--- src/rtl/tcts_pkg.sv ---
// Shared types, command codes and channel update functions for the tone sequencer.
// No dependencies; used by the top level and the result buffer.
package tcts_pkg;

    localparam int NOTE_DEPTH_DEF = 256;
    localparam int MOD_W          = 13;

    localparam logic [1:0] CMD_TICK  = 2'd0;
    localparam logic [1:0] CMD_WRITE = 2'd1;
    localparam logic [1:0] CMD_START = 2'd2;
    localparam logic [1:0] CMD_STOP  = 2'd3;

    typedef struct packed {
        logic [7:0]  clip_start;
        logic [7:0]  pos;
        logic [15:0] wait_cnt;
        logic        active;
        logic        rep;
        logic        notify;
        logic [15:0] freq;
        logic        tone_on;
    } t_chan;

    typedef struct packed {
        logic [1:0]  cmd;
        logic        channel;
        logic [7:0]  addr;
        logic [15:0] freq;
        logic [15:0] dur;
        logic        loop_en;
        logic        notify;
    } t_item;

    typedef struct packed {
        t_chan ch;
        logic  done;
    } t_step;

    typedef struct packed {
        logic [15:0] freq;
        logic        tone_on;
        logic        playing;
        logic        done;
        logic [7:0]  clip_start;
    } t_view;

    typedef struct packed {
        t_view music;
        t_view sfx;
    } t_result;

    // Fold an 8-bit note address into the store depth; four restoring steps
    // cover every depth from 16 upwards.
    function automatic logic [MOD_W-1:0] mod_addr(logic [7:0] a, int depth);
        logic [MOD_W-1:0] r;
        logic [MOD_W-1:0] d;
        r = {{(MOD_W-8){1'b0}}, a};
        d = '0;
        if (depth < 256) begin
            for (int k = 3; k >= 0; k--) begin
                d = MOD_W'(depth) << k;
                if (r >= d) begin
                    r = r - d;
                end
            end
        end
        return r;
    endfunction

    // One request applied to one channel; word is the note read at its position.
    function automatic t_step chan_step(t_chan ch, t_item it, logic c, logic [31:0] word);
        t_step       s;
        logic [15:0] w;
        logic [15:0] f;
        logic [15:0] d;
        s.ch   = ch;
        s.done = 1'b0;
        w      = ch.wait_cnt;
        f      = word[15:0];
        d      = word[31:16];
        unique case (it.cmd)
            CMD_TICK: begin
                if (ch.active) begin
                    if (w != 16'd0) begin
                        w = w - 16'd1;
                    end
                    s.ch.wait_cnt = w;
                    if (w == 16'd0) begin
                        if (f == 16'd0 && d == 16'd0) begin
                            if (ch.rep) begin
                                s.ch.pos      = ch.clip_start;
                                s.ch.wait_cnt = 16'd0;
                            end else begin
                                s.done = ch.notify;
                                s.ch   = '0;
                            end
                        end else begin
                            s.ch.tone_on  = (f != 16'd0);
                            s.ch.freq     = f;
                            s.ch.wait_cnt = (d == 16'd0) ? 16'd1 : d;
                            s.ch.pos      = ch.pos + 8'd1;
                        end
                    end
                end
            end
            CMD_WRITE: begin
                s.ch = ch;
            end
            CMD_START: begin
                if (it.channel == c) begin
                    s.ch.clip_start = it.addr;
                    s.ch.pos        = it.addr;
                    s.ch.wait_cnt   = 16'd0;
                    s.ch.active     = 1'b1;
                    s.ch.rep        = it.loop_en;
                    s.ch.notify     = it.notify;
                end
            end
            CMD_STOP: begin
                if (it.channel == c) begin
                    s.done = ch.notify;
                    s.ch   = '0;
                end
            end
        endcase
        return s;
    endfunction

    function automatic t_view chan_view(t_chan ch, logic done);
        t_view v;
        v.freq       = ch.tone_on ? ch.freq : 16'd0;
        v.tone_on    = ch.tone_on;
        v.playing    = ch.active;
        v.done       = done;
        v.clip_start = ch.active ? ch.clip_start : 8'd0;
        return v;
    endfunction

endpackage

--- src/rtl/tcts_obuf.sv ---
// Two-entry result buffer between the channel pipeline and the output channel.
// Depends on tcts_pkg for the result type.
module tcts_obuf (
    input  logic              i_clk,
    input  logic              i_rst_n,
    input  logic              i_push,
    input  tcts_pkg::t_result i_data,
    output logic              o_valid,
    input  logic              i_ready,
    output tcts_pkg::t_result o_data,
    output logic [1:0]        o_count
);

    tcts_pkg::t_result r_buf [2];
    logic              r_wptr;
    logic              r_rptr;
    logic [1:0]        r_count;
    logic              pop;

    assign o_valid = (r_count != 2'd0);
    assign pop     = o_valid && i_ready;
    assign o_data  = r_buf[r_rptr];
    assign o_count = r_count;

    always_ff @(posedge i_clk) begin
        if (!i_rst_n) begin
            r_wptr  <= 1'b0;
            r_rptr  <= 1'b0;
            r_count <= 2'd0;
        end else begin
            if (i_push) begin
                r_wptr <= ~r_wptr;
            end
            if (pop) begin
                r_rptr <= ~r_rptr;
            end
            r_count <= r_count + {1'b0, i_push} - {1'b0, pop};
        end
    end

    always_ff @(posedge i_clk) begin
        if (i_push) begin
            r_buf[r_wptr] <= i_data;
        end
    end

endmodule

--- config.mk ---
export PLATFORM = sky130hd
export DESIGN_NAME = tcts_obuf
export DESIGN_NICKNAME = d
export VERILOG_FILES = /design/src/rtl/tcts_pkg.sv /design/src/rtl/tcts_obuf.sv
export SDC_FILE = /design/constraint.sdc
export NUM_CORES = 1
export LEC_CHECK = 0
export BUFFER_PORTS_ARGS = -buffer_cell sky130_fd_sc_hd__buf_2
export CELL_PAD_IN_SITES_DETAIL_PLACEMENT = 0
export CELL_PAD_IN_SITES_GLOBAL_PLACEMENT = 1
export CORE_MARGIN = 2
export CORE_UTILIZATION = 25
export CTS_CLUSTER_DIAMETER = 30
export DETAILED_ROUTE_END_ITERATION = 7
export PLACE_DENSITY = 0.56
export SLEW_MARGIN = 30
export SYNTH_ARGS = -nofsm -noshare
export SYNTH_HDL_FRONTEND = slang
export SYNTH_SLANG_ARGS = --single-unit
--- constraint.sdc ---
create_clock -name i_clk -period 6.5 [get_ports i_clk]
set_input_delay 0.975 -clock i_clk [delete_from_list [all_inputs] [get_ports i_clk]]
set_output_delay 0.975 -clock i_clk [all_outputs]
set_load 0.05 [all_outputs]
* After elaboration in Yosys (flattened, before gate mapping)
Memories as Yosys holds them, arrays and structs flattened. A register that Yosys moved wholly into a read port is not among the register bits. Cells that the tools add are included.
Word-level totals: bits in registers 4, RAM bits 108, input port bits 58, output and inout port bits 57, logic and storage cells 14, memories kept 1
Cells by class: add/sub/neg operators 2, multiplexer cells 4, bitwise gates (word level) 2, reductions and logical operators 2
Memory list:
- r_buf | depth 2, width 54, rd ports 1, clocked after memory_dff 1, wr ports 1, RTL line tcts_obuf.sv:14 | tcts_pkg::t_result r_buf [2];
Operator list (count):
- 2-to-1 mux 1 bit | 4
- adder 2 x 1 -> 2 bit | 1
- NOT 1 bit | 2
- nonzero test 2 bit | 1
- subtractor 2 x 1 -> 2 bit | 1
- logical AND 1 bit | 1

* Logic depth before layout (Yosys ltp)
Gate-level depths: netlist (run 1).
depth in word-level cells 4, mapped depth 6

* Least setup slack after synthesis (run 1)
No wires, ideal clock.
path kind input to register, start point in i_push, end point mem r_buf[0][0] in the netlist's numbering, enable pin, library setup time 473 ps, data arrival time 3393 ps, slack 2633 ps, stages 1, path buffers 0, path through nor2b_1
On the way: cells in the longest elaborated chain, start to end 2
Ends and longest elaborated chain:
- start: declaration | RTL line tcts_obuf.sv:6 | input logic i_push,
- 2-to-1 mux 1 bit | RTL line tcts_obuf.sv:42 | if (i_push) begin
- 2-to-1 mux 1 bit (not written as such) | RTL line tcts_obuf.sv:43 | r_buf[r_wptr] <= i_data;
- end: declaration | RTL line tcts_obuf.sv:14
Every way passes these cells.

==> out/qor.csv, run 1 <==
metric;value;unit
Final Setup Violations;0;
hold buffers post-CTS;0;
Final Critical Period;2.98;ns
post-synthesis average cell area;23.1;um2
Yosys reg bits;113;
DP Area;5180;um2
DRT Pass-1 Iters;3;
sequential share of the synthesized area;76.2;%
total gr overflow;0;
status;finished, final reports clean;
Worst-Skew Late Latency;0.41;ns
count of different cell masters after synthesis;16;
Final Util;33.7;%
DR iter-0 viols;153;
reported max-cap violation count;0;
Worst setup SP type;flip-flop;
CTS sink count;113;
CP required;5.52;ns
CP endpoint kind;output pin;
Max H-tree Level;4;
Achievable Freq;335;MHz
via count;2161;
RSZ-0062 raised after global routing;no;
CP arrival;2.01;ns
CTS tree;built;
die area;18600;um2
slowest CP cell;dfxtp_4;
area grow syn2layout;32.3;%
GPL Wtd Cong;0.618;
WL final;8120;um
DR vias/cell;3.86;
cells after synthesis;190;
setup ws final;3.52;ns
maximum vdd ir drop;0.282;mV
worst-path maximum fanout;30;
CTS resizes;0;
largest net degree at the start of global routing;55;
DRC Markers;0;
Post-Syn Area;4390;um2
P per Cell Area;432;nW/um2
vias in the first global route;2324;
Worst Skew;0.00952;ns
fraction of layout instances using a drive strength above 1;61.0;%
antenna viol nets, final;0;
Setup TNS;0;ns
Die Width;136;um
Yosys top cell area share;73.9;%
Longest Clk Path Bufs;2;
Post-Syn Nets;250;
GRT Resource Usage Total;9.35;%
first-pass GRT wire length;12400;um
Num CTS Buffers;17;
row count;48;
Setup CP Type;reg2out;
P_leak;2.28;nW
PortBufs;114;
leading area contributor after synthesis;edfxtp_1;
Worst Hold Class;reg2reg;
worst hold slack;0.478;ns
postcts setup bufs;0;
YS warnings;0;
DIE HEIGHT;136;um
Least-Margin Pin Slew;0.793;ns
Clock Tree Root;clkbuf_16;
period utilisation layout;45.9;%
initial antenna violation count;2;
layout net count;380;
Worst slew margin;47.1;%
Clock Pin Slew Worst Setup and Hold Paths;0.05;ns
Final Hold Viols;0;
Design Area, Final;5800;um2
fin. max-slew vios;0;
Crit path largest cell delay;0.72;ns
Critical Path, Cell by Cell;buf_12 -> mux2_2 -> buf_2;
Avg WL per Cell;14.5;um
HPWL after DPL;5060;um
core area;17200;um2
IO Pins;115;
ranking of synthesized cells by area;edfxtp_1 74%, mux2_4 17%, buf_12 2.3%;
Initial Utilization;25.5;%
pre-CTS setup slack;3.86;ns
[final cells by class]
type	count	area (um2)
fillers	1672	11400
flip-flops and latches	113	3350
multi-input cells	69	935
repair buffers	117	606
clock buffers	18	429
well taps	225	282
clock inverters	14	194
inverters	2	7.51
diodes	2	5.00
[synth_stat cells (all sizes together)]
| cell type | count |
|---|---|
| o21a | 2 |
| nor2b | 3 |
| mux2 | 54 |
| buf | 6 |
| xnor3 | 1 |
| ha | 2 |
| nand2 | 1 |
| inv | 2 |
| mux2i | 2 |
| dfxtp | 5 |
| and2 | 2 |
| edfxtp | 108 |
| or2 | 1 |
| nand2b | 1 |
[cell usage in the layout, fill, tap and decap left out]
cell        count
and2_1          1
and2_2          1
buf_12          1
buf_2         114
buf_4           2
bufinv_16       5
clkbuf_1        1
clkbuf_16      17
clkinv_1        3
clkinv_2        5
clkinvlp_4      1
dfxtp_1         4
dfxtp_4         1
diode_2         2
edfxtp_1      108
ha_1            2
inv_1           2
mux2_2          4
mux2_4         50
mux2i_1         2
nand2_1         1
nand2b_1        1
nor2b_1         2
nor2b_4         1
o21a_1          2
or2_2           1
xnor3_1         1
[worst max-delay path, delay by kind of cell, from the launching register on]
kind / cells / cell delay [ns]
DFF: 1 / 0.72
buffers and inverters: 2 / 0.51
muxes: 1 / 0.36
[registers in the layout (all words and copies together) (netlist names), named ones only]
signal	cells
o_count	2
r_wptr	1
r_rptr	1
r_buf	108
[metrics by stage]
stage          power [W]  instances
2_1_floorplan    0.00145        190
3_3_place_gp     0.00154        525
3_5_place_dp     0.00155        526
4_1_cts          0.00255        558
5_1_grt          0.00261        558
6_report         0.00251        560
[report_power, final]
part / internal, W / switching, W
clock: 0.000671 / 0.000312
combinational: 0.000224 / 0.000404
sequential: 0.000850 / 0.0000472
[logic make-up after synthesis]
group | synth area share, %
adder cells (fa/ha/maj) | 0.570
AO/OA/AOI/OAI | 0.342
AND/OR/NAND/NOR | 1.08
buffers and inverters | 2.71
XOR/XNOR | 0.513
flip-flops | 76.2
multiplexers | 18.6
[layer usage]
metal,up-vias,GRT usage (%),share of wire [%]
met2,73,14.6,50
met1,1067,10.6,42
met4,0,5.38,1.8
li1,1013,-,-
met5,-,0,0
met3,8,4.18,6.3
[path summary, 6_finish.rpt]
path | start | end | slack (ns) | cells after the start
setup / recovery | flip-flop | o_data[0] | 3.52 | 3
hold / removal | r_rptr$_SDFFE_PN0P_ | flip-flop | 0.48 | 2
setup reg to reg | r_wptr$_SDFFE_PN0P_ | r_buf[1][24]$_DFFE_PP_ | 4.96 | 2
hold reg to reg | r_rptr$_SDFFE_PN0P_ | flip-flop | 0.48 | 2
No activity file was read; power rests on OpenSTA's default activity.
==> run 2, diff against run 1 <==
--- a/config.mk
+++ b/config.mk
@@ -12,7 +12,7 @@
 export CORE_UTILIZATION = 25
 export CTS_CLUSTER_DIAMETER = 30
 export DETAILED_ROUTE_END_ITERATION = 7
-export PLACE_DENSITY = 0.56
+export PLACE_DENSITY = 0.58
 export SLEW_MARGIN = 30
 export SYNTH_ARGS = -nofsm -noshare
 export SYNTH_HDL_FRONTEND = slang
==> constraint.sdc (replaced) <==
create_clock -name i_clk -period 2.5 [get_ports i_clk]
set_input_delay 0.375 -clock i_clk [delete_from_list [all_inputs] [get_ports i_clk]]
set_output_delay 0.375 -clock i_clk [all_outputs]
set_load 0.05 [all_outputs]
==> run 2 against run 1 <==
  * Worst setup slack got worse by 3.1 ns
  * Routed wire length decreased by 0.65%
  * Clock skew decreased by 0.0053 ns
  * Via count increased by 0.46%
  * Utilization decreased by 0.26 points
  * Non-clock buffer count increased by 2
==> out/qor.csv, run 2 (synthesized netlist as in run 1, its figures left out) <==
metric;value;unit;change
Register-to-Register Path Depth;6;;+4
Cells after DPL;528;;+0.38%
DR iter-0 viols;106;;-31%
WL final;8070;um;-0.65%
area grow syn2layout;31.3;%;
Final Hold Viols;0;;unchanged
Sw Ratio;30.9;%;+0.51 points
Worst setup SP type;flip-flop;;
row count;48;;unchanged
CTS resizes;0;;unchanged
hold buffers post-CTS;0;;unchanged
CP delay by family, top;buffers and inverters;;
Design Power;0.00627;W;+150%
Highest Signal Layer;met4;;
Worst Skew;0.00417;ns;-0.00535 ns
Least-Margin Pin Slew;0.492;ns;-0.301 ns
DIE HEIGHT;136;um;unchanged
Hold EP;r_buf[1][47]$_DFFE_PP_;;
GPL Wtd Cong;0.619;;+0.15%
Die Width;136;um;unchanged
internal power;0.00433;W;+150%
P_leak;2.26;nW;-0.87%
fraction of layout instances using a drive strength above 1;59.8;%;-1.2 points
CTS tree;built;;
met3 wire length;480;um;-6.4%
Critical Path, Cell by Cell;buf_4 -> mux2_2 -> buf_2;;
Clock Tree Root;clkbuf_16;;
Psw;0.00194;W;+150%
worst hold slack;0.156;ns;-0.321 ns
Initial Utilization;25.5;%;unchanged
GRT Resource Usage Total;9.19;%;-0.16 points
largest net degree at the start of global routing;56;;+1.8%
Largest register FFs;108;;unchanged
RSZ-0062 raised after global routing;no;;
Avg WL per Cell;14.5;um;-0.30%
commonest non-fill, non-tap cell in the layout;buf_2;;
largest register by flop count;r_buf;;
reg-to-reg critical path endpoint;o_count[1]$_SDFF_PN0_;;
period utilisation layout;83.3;%;
commonest non-fill, non-tap cells in the layout;114 x buf_2, 108 x edfxtp_1, 50 x mux2_4;;
Reg2Reg Setup Slack;1.05;ns;-3.91 ns
CP arrival;1.71;ns;-0.30 ns
maximum vdd ir drop;0.606;mV;+110%
CP required;2.12;ns;-3.40 ns
first-pass GRT wire length;12000;um;-3.0%
HP Start;i_data[47];;
total gr overflow;0;;unchanged
DR vias/cell;3.89;;+0.82%
DRC Markers;0;;unchanged
postcts setup bufs;0;;unchanged
Met1 Routed Length;3430;um;+0.56%
Achievable Freq;480;MHz;
Worst Hold Class;in2reg;;
IO Pins;115;;unchanged
# fillers;1690;;+1.1%
HPWL after DPL;5040;um;-0.35%
Final Setup Violations;0;;unchanged
worst path buffer plus inverter count;2;;unchanged
antenna viol nets, final;0;;unchanged
Setup TNS;0;ns;unchanged
status;finished, final reports clean;;
clock share of power;36.6;%;-2.6 points
Setup CP Type;reg2out;;
slowest CP cell;mux2_2;;
Worst-Skew Late Latency;0.40;ns;about the same
via count;2171;;+0.46%
die area;18600;um2;unchanged
CP endpoint kind;output pin;;
vias in the first global route;2274;;-2.2%
layout net count;382;;+0.53%
CTS sink count;113;;unchanged
Num CTS Buffers;17;;unchanged
routed wl met2;4030;um;-0.47%
Max H-tree Level;4;;unchanged
worst-path maximum fanout;21;;-30%
Clock Pin Slew Worst Setup and Hold Paths;0.05;ns;about the same
PortBufs;114;;unchanged
initial antenna violation count;0;;-2
hold path depth;1;;-1
Reg power frac;36.0;%;+0.2 points
Worst slew margin;67.2;%;+20 points
DRT Pass-1 Iters;4;;+1
Final Critical Period;2.08;ns;
core area;17200;um2;unchanged
total inserted antenna cells;0;;-2
Finished Layout Cells;558;;-0.36%
P per Cell Area;1090;nW/um2;+150%
combinational power share;27.4;%;+2.4 points
Crit path largest cell delay;0.38;ns;-0.34 ns
r2r startpoint;o_count[1]$_SDFF_PN0_;;
fin. max-slew vios;0;;unchanged
Longest Clk Path Bufs;2;;unchanged
reported max-cap violation count;0;;unchanged
-- run 2: cell count changes in the layout (fill, tap and decap cells not counted), moves of 2 or more --
cell and delta:
diode_2 -2, clkinv_1 +2, clkbuf_1 +2, clkinv_2 -3, bufinv_16 -2
-- run 2: routing by layer --
metal | track usage [%] | vias up
met3 | 4.81 | 11
li1 | - | 1015
met4 | 4.69 | 0
met5 | 0 | -
met1 | 10.2 | 1069
met2 | 14.4 | 76
-- run 2: worst max path at each step --
stage / endpoint / slack, ns / cells after the start
finish: o_data[2] / 0.42 / 3
CTS: o_data[2] / 0.34 / 3
global route: o_data[2] / 0.32 / 3
floorplan: r_buf[0][0]$_DFFE_PP_ / 0.26 / 1
detailed placement: o_data[2] / 0.79 / 3
global placement: o_data[2] / 0.81 / 3
-- run 2: power by group through the flow --
stage | Sequential [W] | Clock [W] | Combinational, W
2_1_floorplan | 0.00233 | 0 | 0.00145
3_3_place_gp | 0.00229 | 0 | 0.00174
3_5_place_dp | 0.00229 | 0 | 0.00175
4_1_cts | 0.00226 | 0.00238 | 0.00176
5_1_grt | 0.00227 | 0.00248 | 0.00182
6_report | 0.00226 | 0.00229 | 0.00172
-- run 2: area by class of cell --
| class | count | area (um2) | area share, % |
|---|---|---|---|
| sequential | 113 | 3350 | 58.1 |
| inverter | 2 | 7.51 | 0.130 |
| clock inverter | 10 | 119 | 2.06 |
| multi-input combinational | 69 | 935 | 16.2 |
| timing repair buffer | 119 | 633 | 11.0 |
| tap | 225 | 282 | 4.89 |
| clock buffer | 20 | 437 | 7.58 |
-- run 2: metrics by stage --
step	instance area, um2	setup WS, ns	utilization (%)
3_5_place_dp	5200	0.794	30.2
6_report	5760	0.418	33.4
2_1_floorplan	4390	0.255	-
4_1_cts	5760	0.339	33.4
5_1_grt	5760	0.316	33.4
3_3_place_gp	5200	0.811	30.2
==> run 3, diff against run 2 <==
==> constraint.sdc (replaced) <==
create_clock -name i_clk -period 1.9 [get_ports i_clk]
set_input_delay 0.285 -clock i_clk [delete_from_list [all_inputs] [get_ports i_clk]]
set_output_delay 0.285 -clock i_clk [all_outputs]
set_load 0.05 [all_outputs]
==> run 3 against run 2 <==
  * Hold slack lost 0.093 ns
  * Utilization grew 1.5 points
  * Flip-flop and latch count is the same
  * Final area grew 4.4%
  * Total power grew 39%
  * Sequential share of layout area shrank 2.4 points
  * Register-to-register slack lost 0.57 ns
  * Count of clock-buffer cells in the layout shrank 2
  * Clock power grew 39%
  * Non-clock buffer count grew 11
  * Clock skew grew 0.0037 ns
==> out/qor.csv, run 3 (synthesized netlist as in run 1, its figures left out) <==
metric;value;unit;change
status;finished, final reports clean;;
CP arrival;1.59;ns;-0.12 ns
first-pass GRT wire length;12200;um;+1.6%
Avg WL per Cell;15.1;um;+4.1%
Final Setup Violations;0;;unchanged
GRT met3 Usage;4.55;%;-0.26 points
CP endpoint kind;output pin;;
WL final;8600;um;+6.6%
Worst-Skew Late Latency;0.41;ns;about the same
Longest Clk Path Bufs;2;;unchanged
GRT Resource Usage Total;9.41;%;+0.22 points
hold buffers post-CTS;0;;unchanged
DR iter-0 viols;82;;-23%
Initial Utilization;25.5;%;unchanged
Worst Hold Class;in2reg;;
Setup CP Type;reg2out;;
maximum vdd ir drop;1.08;mV;+78%
worst-path maximum fanout;8;;-62%
period utilisation layout;98.9;%;
busiest grt layer;met2;;
commonest non-fill, non-tap cell in the layout;edfxtp_1;;
Clock Tree Root;clkbuf_16;;
GR Util met2;15.1;%;+0.75 points
largest net degree at the start of global routing;32;;-43%
Max H-tree Level;4;;unchanged
CTS sink count;113;;unchanged
row count;48;;unchanged
DRT Pass-1 Iters;4;;unchanged
Achievable Freq;532;MHz;
IO Pins;115;;unchanged
via count;2215;;+2.0%
Design Power;0.00873;W;+39%
Final Util;34.9;%;+1.5 points
total gr overflow;0;;unchanged
DIE HEIGHT;136;um;unchanged
fraction of layout instances using a drive strength above 1;61.7;%;+2.0 points
DRC Markers;0;;unchanged
largest register by flop count;r_buf;;
Setup TNS;0;ns;unchanged
fin. max-slew vios;0;;unchanged
Final Critical Period;1.88;ns;
RSZ-0062 raised after global routing;yes;;
met1 usage;10.4;%;+0.17 points
P per Cell Area;1450;nW/um2;+33%
CTS tree;built;;
P_leak;2.37;nW;+4.8%
Worst slew margin;68.7;%;+1.5 points
antenna viol nets, final;0;;unchanged
layout net count;393;;+2.9%
Least-Margin Pin Slew;0.470;ns;-0.0223 ns
HPWL after DPL;5480;um;+8.8%
commonest non-fill, non-tap cells in the layout;108 x edfxtp_1, 106 x buf_2, 50 x mux2_4;;
vias in the first global route;2283;;+0.40%
CP required;1.62;ns;-0.50 ns
Clock Pin Slew Worst Setup and Hold Paths;0.06;ns;about the same
Worst Skew;0.00788;ns;+0.00371 ns
initial antenna violation count;2;;+2
Largest register FFs;108;;unchanged
PortBufs;114;;unchanged
Num CTS Buffers;17;;unchanged
DP Area;5230;um2;+0.53%
reported max-cap violation count;0;;unchanged
area grow syn2layout;37.0;%;
core area;17200;um2;unchanged
GPL Wtd Cong;0.623;;+0.70%
DR vias/cell;3.88;;-0.30%
die area;18600;um2;unchanged
Worst setup SP type;flip-flop;;
Design Area, Final;6010;um2;+4.4%
Die Width;136;um;unchanged
Final Hold Viols;0;;unchanged
[run 3: per-stage QoR]
stage / hold WS (ns) / setup slack [ns] / instances
after global routing: 0.0375 / -0.0226 / 570
after detailed placement: 0.476 / 0.366 / 530
final: 0.0633 / 0.0205 / 571
after floorplan: 0.384 / 0.224 / 190
after global placement: 0.461 / 0.376 / 530
after CTS: 0.0359 / 0.00250 / 563
[run 3: area by class of cell]
cell class              count  area [um2]
multi-input cells          69         935
flip-flops and latches    113        3350
diodes                      1        2.50
clock buffers              18         429
well taps                 225         282
clock inverters            13         168
repair buffers            130         842
inverters                   2        7.51
fillers                  1638       11200
[run 3: path summary, 6_finish.rpt]
path | endpoint | slack [ns] | from | cells after the start
hold / removal | r_buf[1][37]$_DFFE_PP_ | 0.06 | i_data[37] | 1
hold reg to reg | r_rptr$_SDFFE_PN0P_ | 0.48 | r_rptr$_SDFFE_PN0P_ | 2
setup / recovery | o_data[22] | 0.02 | flip-flop | 4
setup reg to reg | o_count[1]$_SDFF_PN0_ | 0.48 | o_count[1]$_SDFF_PN0_ | 6
[run 3: repair_timing]
item,4_1_cts,5_1_grt
endpoints found under the setup margin,48,6
gates cloned,0,4
resized for setup,1,17
setup buffers,2,3
hold endpoints to repair,0,0
[run 3: per-layer routing]
| metal | up-vias | wire [um] | share of wire, % |
|---|---|---|---|
| met3 | 13 | 579 | 6.7 |
| met5 | - | 13 | 0.15 |
| li1 | 1041 | - | - |
| met2 | 74 | 4400 | 51 |
| met1 | 1085 | 3500 | 41 |
| met4 | 2 | 108 | 1.3 |
[run 3: power breakdown]
group / internal (W) / total [W] / switching (W)
logic: 0.00101 / 0.00256 / 0.00156
registers: 0.00291 / 0.00297 / 0.0000594
clock network: 0.00216 / 0.00319 / 0.00104
[run 3: worst max-delay path: stages, from the launching register on]
cell and delay, ns:
dfxtp_4 0.35, buf_4 0.15, clkbuf_16 0.17, mux2_4 0.30, buf_2 0.21
